$ cat src/rtl/ftwa_pkg.sv
// Shared types and codes for the flow table with aging.
`default_nettype none
package ftwa_pkg;

  typedef enum logic [2:0] {
    K_LOOKUP    = 3'd0,
    K_SET_PORT  = 3'd1,
    K_REPLACE   = 3'd2,
    K_DROP_PORT = 3'd3,
    K_DROP_DST  = 3'd4,
    K_DROP_BOTH = 3'd5,
    K_SET_DL    = 3'd6,
    K_CLEAN     = 3'd7
  } kind_t;

  typedef enum logic [1:0] {
    ST_OK   = 2'd0,
    ST_MISS = 2'd1,
    ST_FULL = 2'd2
  } status_t;

  typedef enum logic [2:0] {
    S_INIT,
    S_IDLE,
    S_SCAN,
    S_DRAIN,
    S_COMMIT
  } state_t;

  typedef struct packed {
    logic load;
    logic init_step;
    logic scan_step;
    logic commit;
  } cmd_t;

  typedef struct packed {
    logic cnt_last;
    logic out_busy;
  } sts_t;

  localparam int IN_DATA_W  = 112;
  localparam int OUT_DATA_W = 8;

endpackage
`default_nettype wire

$ cat src/rtl/ftwa_ctrl.sv
// Sequencer for clearing, table sweep and result commit.
`default_nettype none
module ftwa_ctrl (
  input  wire logic          clk,
  input  wire logic          rst,
  input  wire logic          s_tvalid,
  output logic               s_tready,
  input  wire ftwa_pkg::sts_t sts,
  output ftwa_pkg::cmd_t     cmd
);
  import ftwa_pkg::*;

  state_t state, state_next;

  always_ff @(posedge clk) begin
    if (rst) state <= S_INIT;
    else     state <= state_next;
  end

  always_comb begin
    state_next = state;
    unique case (state)
      S_INIT:   if (sts.cnt_last) state_next = S_IDLE;
      S_IDLE:   if (s_tvalid) state_next = S_SCAN;
      S_SCAN:   if (sts.cnt_last) state_next = S_DRAIN;
      S_DRAIN:  state_next = S_COMMIT;
      S_COMMIT: if (!sts.out_busy) state_next = S_IDLE;
      default:  state_next = S_INIT;
    endcase
  end

  always_comb begin
    cmd      = '0;
    s_tready = 1'b0;
    unique case (state)
      S_INIT:   cmd.init_step = 1'b1;
      S_IDLE: begin
        s_tready = 1'b1;
        cmd.load = s_tvalid;
      end
      S_SCAN:   cmd.scan_step = 1'b1;
      S_DRAIN:  ;
      S_COMMIT: cmd.commit = !sts.out_busy;
      default:  ;
    endcase
  end

  assert property (@(posedge clk) disable iff (rst)
    (state == S_SCAN && sts.cnt_last) |=> (state == S_DRAIN))
    else $error("sweep did not end in drain");
  assert property (@(posedge clk) disable iff (rst)
    cmd.commit |=> (state == S_IDLE))
    else $error("commit did not return to idle");
  assert property (@(posedge clk) disable iff (rst)
    s_tready |-> (state == S_IDLE))
    else $error("ready outside idle");

endmodule
`default_nettype wire

$ cat config.mk
export PLATFORM = sky130hd
export DESIGN_NAME = ftwa_ctrl
export DESIGN_NICKNAME = d
export VERILOG_FILES = /design/src/rtl/ftwa_pkg.sv /design/src/rtl/ftwa_ctrl.sv
export SDC_FILE = /design/constraint.sdc
export NUM_CORES = 1
export LEC_CHECK = 0
export BUFFER_PORTS_ARGS = -buffer_cell sky130_fd_sc_hd__buf_4
export CAP_MARGIN = 20
export CORE_AREA = 2 2 39 41
export CTS_CLUSTER_SIZE = 12
export DETAILED_ROUTE_END_ITERATION = 10
export DIE_AREA = 0 0 41 43
export PLACE_DENSITY = 0.43
export SETUP_SLACK_MARGIN = 0.15
export SYNTH_ARGS = -nofsm -noshare
export SYNTH_HDL_FRONTEND = slang
export SYNTH_SLANG_ARGS = --single-unit
export TNS_END_PERCENT = 20
$ cat constraint.sdc
create_clock -name clk -period 1.9 [get_ports clk]
set_input_delay 0.19 -clock clk [delete_from_list [all_inputs] [get_ports clk]]
set_output_delay 0.19 -clock clk [all_outputs]
set_load 0.01 [all_outputs]
==> results of run 1 <==
[cell usage in the layout (no fill, tap or decap)]
master	instances
buf_4	9
a21oi_1	1
nand2b_1	1
dfxtp_1	3
a211oi_1	1
nor4b_1	1
nand3b_1	2
nor3b_1	3
o31a_1	1
nand4bb_1	1
nor3_1	1
nor4b_4	1
inv_1	1
clkbuf_1	1
and2_2	1
clkbuf_4	3
[power by group through the flow]
stage / Sequential [uW] / Clock [uW] / Combinational, uW
6_report: 75.0 / 118 / 35.9
5_1_grt: 75.9 / 130 / 38.8
4_1_cts: 74.9 / 124 / 36.5
3_5_place_dp: 76.0 / 0 / 36.1
3_3_place_gp: 75.4 / 0 / 36.3
2_1_floorplan: 70.3 / 0 / 23.2
[logic make-up after synthesis]
family,Yosys count,synth area share
AND/OR/NAND/NOR,11,0.506
flip-flops,3,0.304
AO/OA/AOI/OAI,3,0.108
buffers and inverters,3,0.0823
[area by class of cell]
class	instances	area [um^2]	area share
inverters	1	3.75	0.0126
repair buffers	9	67.6	0.226
multi-input cells	14	121	0.406
flip-flops and latches	3	60.1	0.201
clock buffers	4	26.3	0.0879
well taps	16	20.0	0.0669
[per-stage QoR]
stage,hold slack (ns),utilization,power [uW]
floorplan,0.259,-,93.5
global placement,0.374,0.197,112
detailed placement,0.374,0.197,112
CTS,0.115,0.216,236
global route,0.115,0.216,244
finish,0.125,0.216,229
[per-layer routing]
layer / up-vias / share of wire / GRT usage
li1: 95 / - / -
met1: 75 / 0.47 / 0.0860
met2: 12 / 0.35 / 0.0781
met3: 2 / 0.16 / 0.0366
met4: 0 / 0.025 / 0.0600
met5: - / 0 / 0
[how the worst max path moves through the flow]
stage,start,endpoint,slack (ns),cells after the start
2_1_floorplan,state[0],cmd[3],0.68,3
3_3_place_gp,state[0],cmd[3],0.67,3
3_5_place_dp,state[0],cmd[3],0.63,3
4_1_cts,state[0],cmd[3],0.36,3
5_1_grt,state[0],cmd[3],0.27,3
6_report,state[0],cmd[3],0.39,3
==> impl_metrics.env, run 1 <==
export IMPL_crit_fanout=10
export IMPL_setup_tns_ns=0
export IMPL_comb_power_share=0.157
export IMPL_synthFlopType="dfxtp_1"
export IMPL_rsz0062_at_grt="false"
export IMPL_period_minus_slack_ns=1.51
export IMPL_ys_seq_area_frac=0.304
export IMPL_fin_skew_ns=0.00529
export IMPL_antenna_found_initial=0
export IMPL_portBuffers=9
export IMPL_worst_ir_drop_vdd_mv=0.194
export IMPL_drtAntennaViolNets=0
export IMPL_async_flop_share=0
export IMPL_die_x_um=41
export IMPL_area_growth_pct=51.3
export IMPL_pre_cts_ws_ns=0.628
export IMPL_cts_setup_buffers=0
export IMPL_io_pins=10
export IMPL_crit_type="flop to output port"
export IMPL_clkLatencyLatePin_ns=0.24
export IMPL_clock_fmax_mhz=661
export IMPL_critical_path_slowest_cell="dfxtp_1"
export IMPL_design_area_um2=299
export IMPL_grt_max_degree=11
export IMPL_row_count=14
export IMPL_whs_endpoint="state[2]"
export IMPL_synth_top_area_cell="dfxtp_1"
export IMPL_dieArea_um2=1760
export IMPL_fin_ws_ns=0.386
export IMPL_drtIter0Drc=1
export IMPL_cts_htree_levels=1
export IMPL_gp_congestion=0.526
export IMPL_num_vias=184
export IMPL_cap_violations=0
export IMPL_crit_family="flip-flops"
export IMPL_ys_warn_count=0
export IMPL_grt_ovfl_total=0
export IMPL_vias_per_cell=3.91
export IMPL_reg_top3="state x3"
export IMPL_start_util=0.143
export IMPL_antenna_cells=0
export IMPL_r2r_setup_slack_ns=0.85
export IMPL_postCtsHoldBufs=0
export IMPL_drc=0
export IMPL_p_int_uw=168
export IMPL_final_max_slew_viol_count=0
export IMPL_die_h_um=43
export IMPL_hp_class="input pin to flop"
export IMPL_synthTopCellsByCount="3 x dfxtp_1, 3 x nor3b_1, 2 x nand3b_1"
export IMPL_top_register="state"
export IMPL_post_synth_inst_count=20
export IMPL_crit_path_end_kind="output port"
export IMPL_cpPeakStageDelay_ns=0.51
export IMPL_p_leak_uw=0.000113
export IMPL_layout_drive_gt1_share=0.452
export IMPL_path_clk_slew_ns=0.04
export IMPL_synth_cell_types=15
export IMPL_min_from="rst"
export IMPL_synth_top_area_share=0.304
export IMPL_cts_resized=0
export IMPL_clockBufferDepth=2
export IMPL_crit_chain="nor3b_1, and2_2, buf_4"
export IMPL_outcome="complete, no violations"
export IMPL_hold_depth=2
export IMPL_nets=37
export IMPL_cts_tree="done"
export IMPL_power_density_nw_per_um2=766
export IMPL_clock_sinks=3
export IMPL_avgSynthCellArea_um2=9.88
export IMPL_seqPwrFrac=0.327
export IMPL_p_sw_uw=60.9
export IMPL_largest_reg_flops=3
export IMPL_p_clk_frac=0.516
export IMPL_reg2reg_to="state[0]"
export IMPL_num_fill_cells=152
export IMPL_worstReg2RegStart="state[0]"
export IMPL_synth_nets=25
export IMPL_finalSetupViolations=0
export IMPL_firstDrtPassIters=2
export IMPL_grt_pass1_wl_um=765
export IMPL_ys_ff_latch=3
export IMPL_cp_buffers_inverters=1
export IMPL_final_cell_count_no_fill=47
export IMPL_period_share=0.797
export IMPL_slew_headroom=0.777
export IMPL_core_um2=1380
export IMPL_syn_cell_area_um2=198
export IMPL_critPathRequiredTime_ns=1.71
export IMPL_grtUsageTotal=0.0681
export IMPL_synth_enable_flop_cells=0
export IMPL_hold_viol_final=0
export IMPL_rr_worst_depth=2
export IMPL_synth_area_leaders="dfxtp_1 30%, nor4b_4 12%, nor3b_1 11%, nand3b_1 7.6%, nand4bb_1 5.7%"
export IMPL_routedWlPerCell_um=10.1
export IMPL_ctsRootBufferMaster="clkbuf_4"
export IMPL_tightest_slew_ns=0.334
export IMPL_worstSetupStartpointType="flop"
export IMPL_first_global_vias=187
export IMPL_place_area_um2=273
export IMPL_numCtsBuffers=3
export IMPL_routed_wl_um=477
export IMPL_critPathArrivalTime_ns=1.32
export IMPL_numPlacedInstances=43
export IMPL_switching_share=0.266
(Power assumes the default switching activity.)
==> inputs of run 2 (changes only) <==
--- a/config.mk
+++ b/config.mk
@@ -11,7 +11,7 @@
 export CTS_CLUSTER_SIZE = 12
 export DETAILED_ROUTE_END_ITERATION = 10
 export DIE_AREA = 0 0 41 43
-export PLACE_DENSITY = 0.43
+export PLACE_DENSITY = 0.44
 export SETUP_SLACK_MARGIN = 0.15
 export SYNTH_ARGS = -nofsm -noshare
 export SYNTH_HDL_FRONTEND = slang
==> constraint.sdc (replaced) <==
create_clock -name clk -period 1.23 [get_ports clk]
set_input_delay 0.123 -clock clk [delete_from_list [all_inputs] [get_ports clk]]
set_output_delay 0.123 -clock clk [all_outputs]
set_load 0.01 [all_outputs]
==> run 2 against run 1 <==
Non-clock buffer count grew 5; combinational power grew 120%; design area grew 18%; die area is the same; utilization grew 4.0 points; critical path depth is the same; count of clock-buffer cells in the layout is the same; first-iteration DRC count grew to 3.0 times the previous value; global-route usage grew 0.81 points; flip-flop and latch count is the same; register-to-register slack lost 0.64 ns; critical path type unchanged; largest power group unchanged.
==> impl_metrics.env, run 2 (synthesis gave the netlist of run 1 again) <==
export IMPL_outcome="complete, no violations"
export IMPL_cts_tree="done"
export IMPL_dieArea_um2=1760
export IMPL_clockBufferDepth=2
export IMPL_clock_sinks=3
export IMPL_numPlacedInstances=44
export IMPL_clock_fmax_mhz=828
export IMPL_crit_path_end_kind="output port"
export IMPL_slew_headroom=0.822
export IMPL_period_minus_slack_ns=1.21
export IMPL_tightest_slew_ns=0.263
export IMPL_gp_congestion=0.534
export IMPL_multi_input_area_um2=126
export IMPL_crit_chain="buf_6, nor4b_4, buf_4"
export IMPL_largest_reg_flops=3
export IMPL_routed_wl_um=560
export IMPL_worst_ir_drop_vdd_mv=0.267
export IMPL_hp_class="input pin to flop"
export IMPL_final_max_slew_viol_count=0
export IMPL_drtIter0Drc=3
export IMPL_antenna_found_initial=0
export IMPL_cts_htree_levels=1
export IMPL_cpPeakStageDelay_ns=0.35
export IMPL_grtUsageTotal=0.0762
export IMPL_num_vias=211
export IMPL_antenna_cells=0
export IMPL_die_x_um=41
export IMPL_critPathArrivalTime_ns=1.08
export IMPL_final_cell_count_no_fill=52
export IMPL_top_register="state"
export IMPL_first_global_vias=225
export IMPL_ctsRootBufferMaster="clkbuf_4"
export IMPL_reg_top3="state x3"
export IMPL_nets=42
export IMPL_drc=0
export IMPL_drtAntennaViolNets=0
export IMPL_worstSetupStartpointType="flop"
export IMPL_path_clk_slew_ns=0.04
export IMPL_grt_ovfl_total=0
export IMPL_start_util=0.143
export IMPL_vias_per_cell=4.06
export IMPL_grt_max_degree=10
export IMPL_design_area_um2=354
export IMPL_rsz0062_at_grt="true"
export IMPL_period_share=0.982
export IMPL_crit_type="flop to output port"
export IMPL_row_count=14
export IMPL_area_growth_pct=79.1
export IMPL_ff_latch_area_um2=68.8
export IMPL_final_util=0.256
export IMPL_clkLatencyLatePin_ns=0.23
export IMPL_place_area_um2=285
export IMPL_io_pins=10
export IMPL_routedWlPerCell_um=10.8
export IMPL_cap_violations=0
export IMPL_power_density_nw_per_um2=1030
export IMPL_cp_buffers_inverters=2
export IMPL_critPathRequiredTime_ns=1.11
export IMPL_portBuffers=9
export IMPL_hold_viol_final=0
export IMPL_die_h_um=43
export IMPL_crit_family="flip-flops"
export IMPL_grt_pass1_wl_um=897
export IMPL_finalSetupViolations=0
export IMPL_core_um2=1380
export IMPL_num_fill_cells=156
export IMPL_p_leak_uw=0.000146
export IMPL_firstDrtPassIters=2
export IMPL_layout_drive_gt1_share=0.639
export IMPL_total_power_uw=365
export IMPL_critical_path_slowest_cell="dfxtp_4"
export IMPL_fin_skew_ns=0.00201
export IMPL_numCtsBuffers=3
export IMPL_setup_tns_ns=0
export IMPL_layout_common_cells="13 x buf_4, 3 x clkbuf_4, 2 x nor3b_1, 2 x nand3b_1, 2 x dfxtp_4"
export IMPL_dp_hpwl_um=327
export IMPL_final_common_cell="buf_4"
export IMPL_crit_fanout=5
run 2: cell types whose count changed in the layout (fill, tap and decap cells not counted), sizes merged:
cell / previous run / this run
buf: 9 / 14
run 2: repair_timing:
action	4_1_cts	5_1_grt
gates resized for setup	5	1
cloned	0	0
hold buffers	0	0
buffers inserted	4	0
endpoints found under the setup margin	5	5
pin swaps	2	1
run 2: worst register-to-register path, cell delays in order, from the launching register on:
cell and delay (ns):
dfxtp_4 0.36, buf_6 0.11, nor4b_4 0.04, buf_4 0.13
o31a_1 0.27
run 2: stage by stage:
step / setup slack [ns] / hold WS [ns]
after global routing: -0.0259 / 0.0514
after floorplan: 0.211 / 0.192
after global placement: 0.175 / 0.303
after detailed placement: 0.143 / 0.304
final: 0.0225 / 0.0602
after CTS: 0.0141 / 0.0499
run 2: final cells by class:
cell class              count  area share
clock buffers               4      0.0742
inverters                   1      0.0106
multi-input cells          14       0.357
flip-flops and latches      3       0.194
well taps                  16      0.0565
repair buffers             14       0.307
run 2: path summary, 6_finish.rpt:
kind | from | end | slack (ns) | cells past startpoint
max | state[0] | cmd[0] | 0.02 | 3
min | rst | state[2] | 0.06 | 2
max reg2reg | state[0] | state[0] | 0.21 | 4
min reg2reg | state[2] | state[1] | 0.49 | 1
run 2: metal layers:
layer | vias up | GRT usage | part of all wire | wire length (um)
met1 | 96 | 0.0927 | 0.46 | 256
met5 | - | 0 | 0 | 0
met2 | 9 | 0.100 | 0.48 | 267
li1 | 106 | - | - | -
met3 | 0 | 0.0314 | 0.066 | 37
met4 | 0 | 0.0600 | 0 | 0
run 2: report_power, final:
| group | total (uW) | leakage (uW) | internal [uW] | switching, uW |
|---|---|---|---|---|
| sequential | 111 | 0.0000264 | 101 | 9.90 |
| clock | 175 | 0.0000150 | 122 | 53.4 |
| combinational | 78.3 | 0.000105 | 49.9 | 28.4 |
| total | 365 | 0.000146 | 273 | 91.6 |
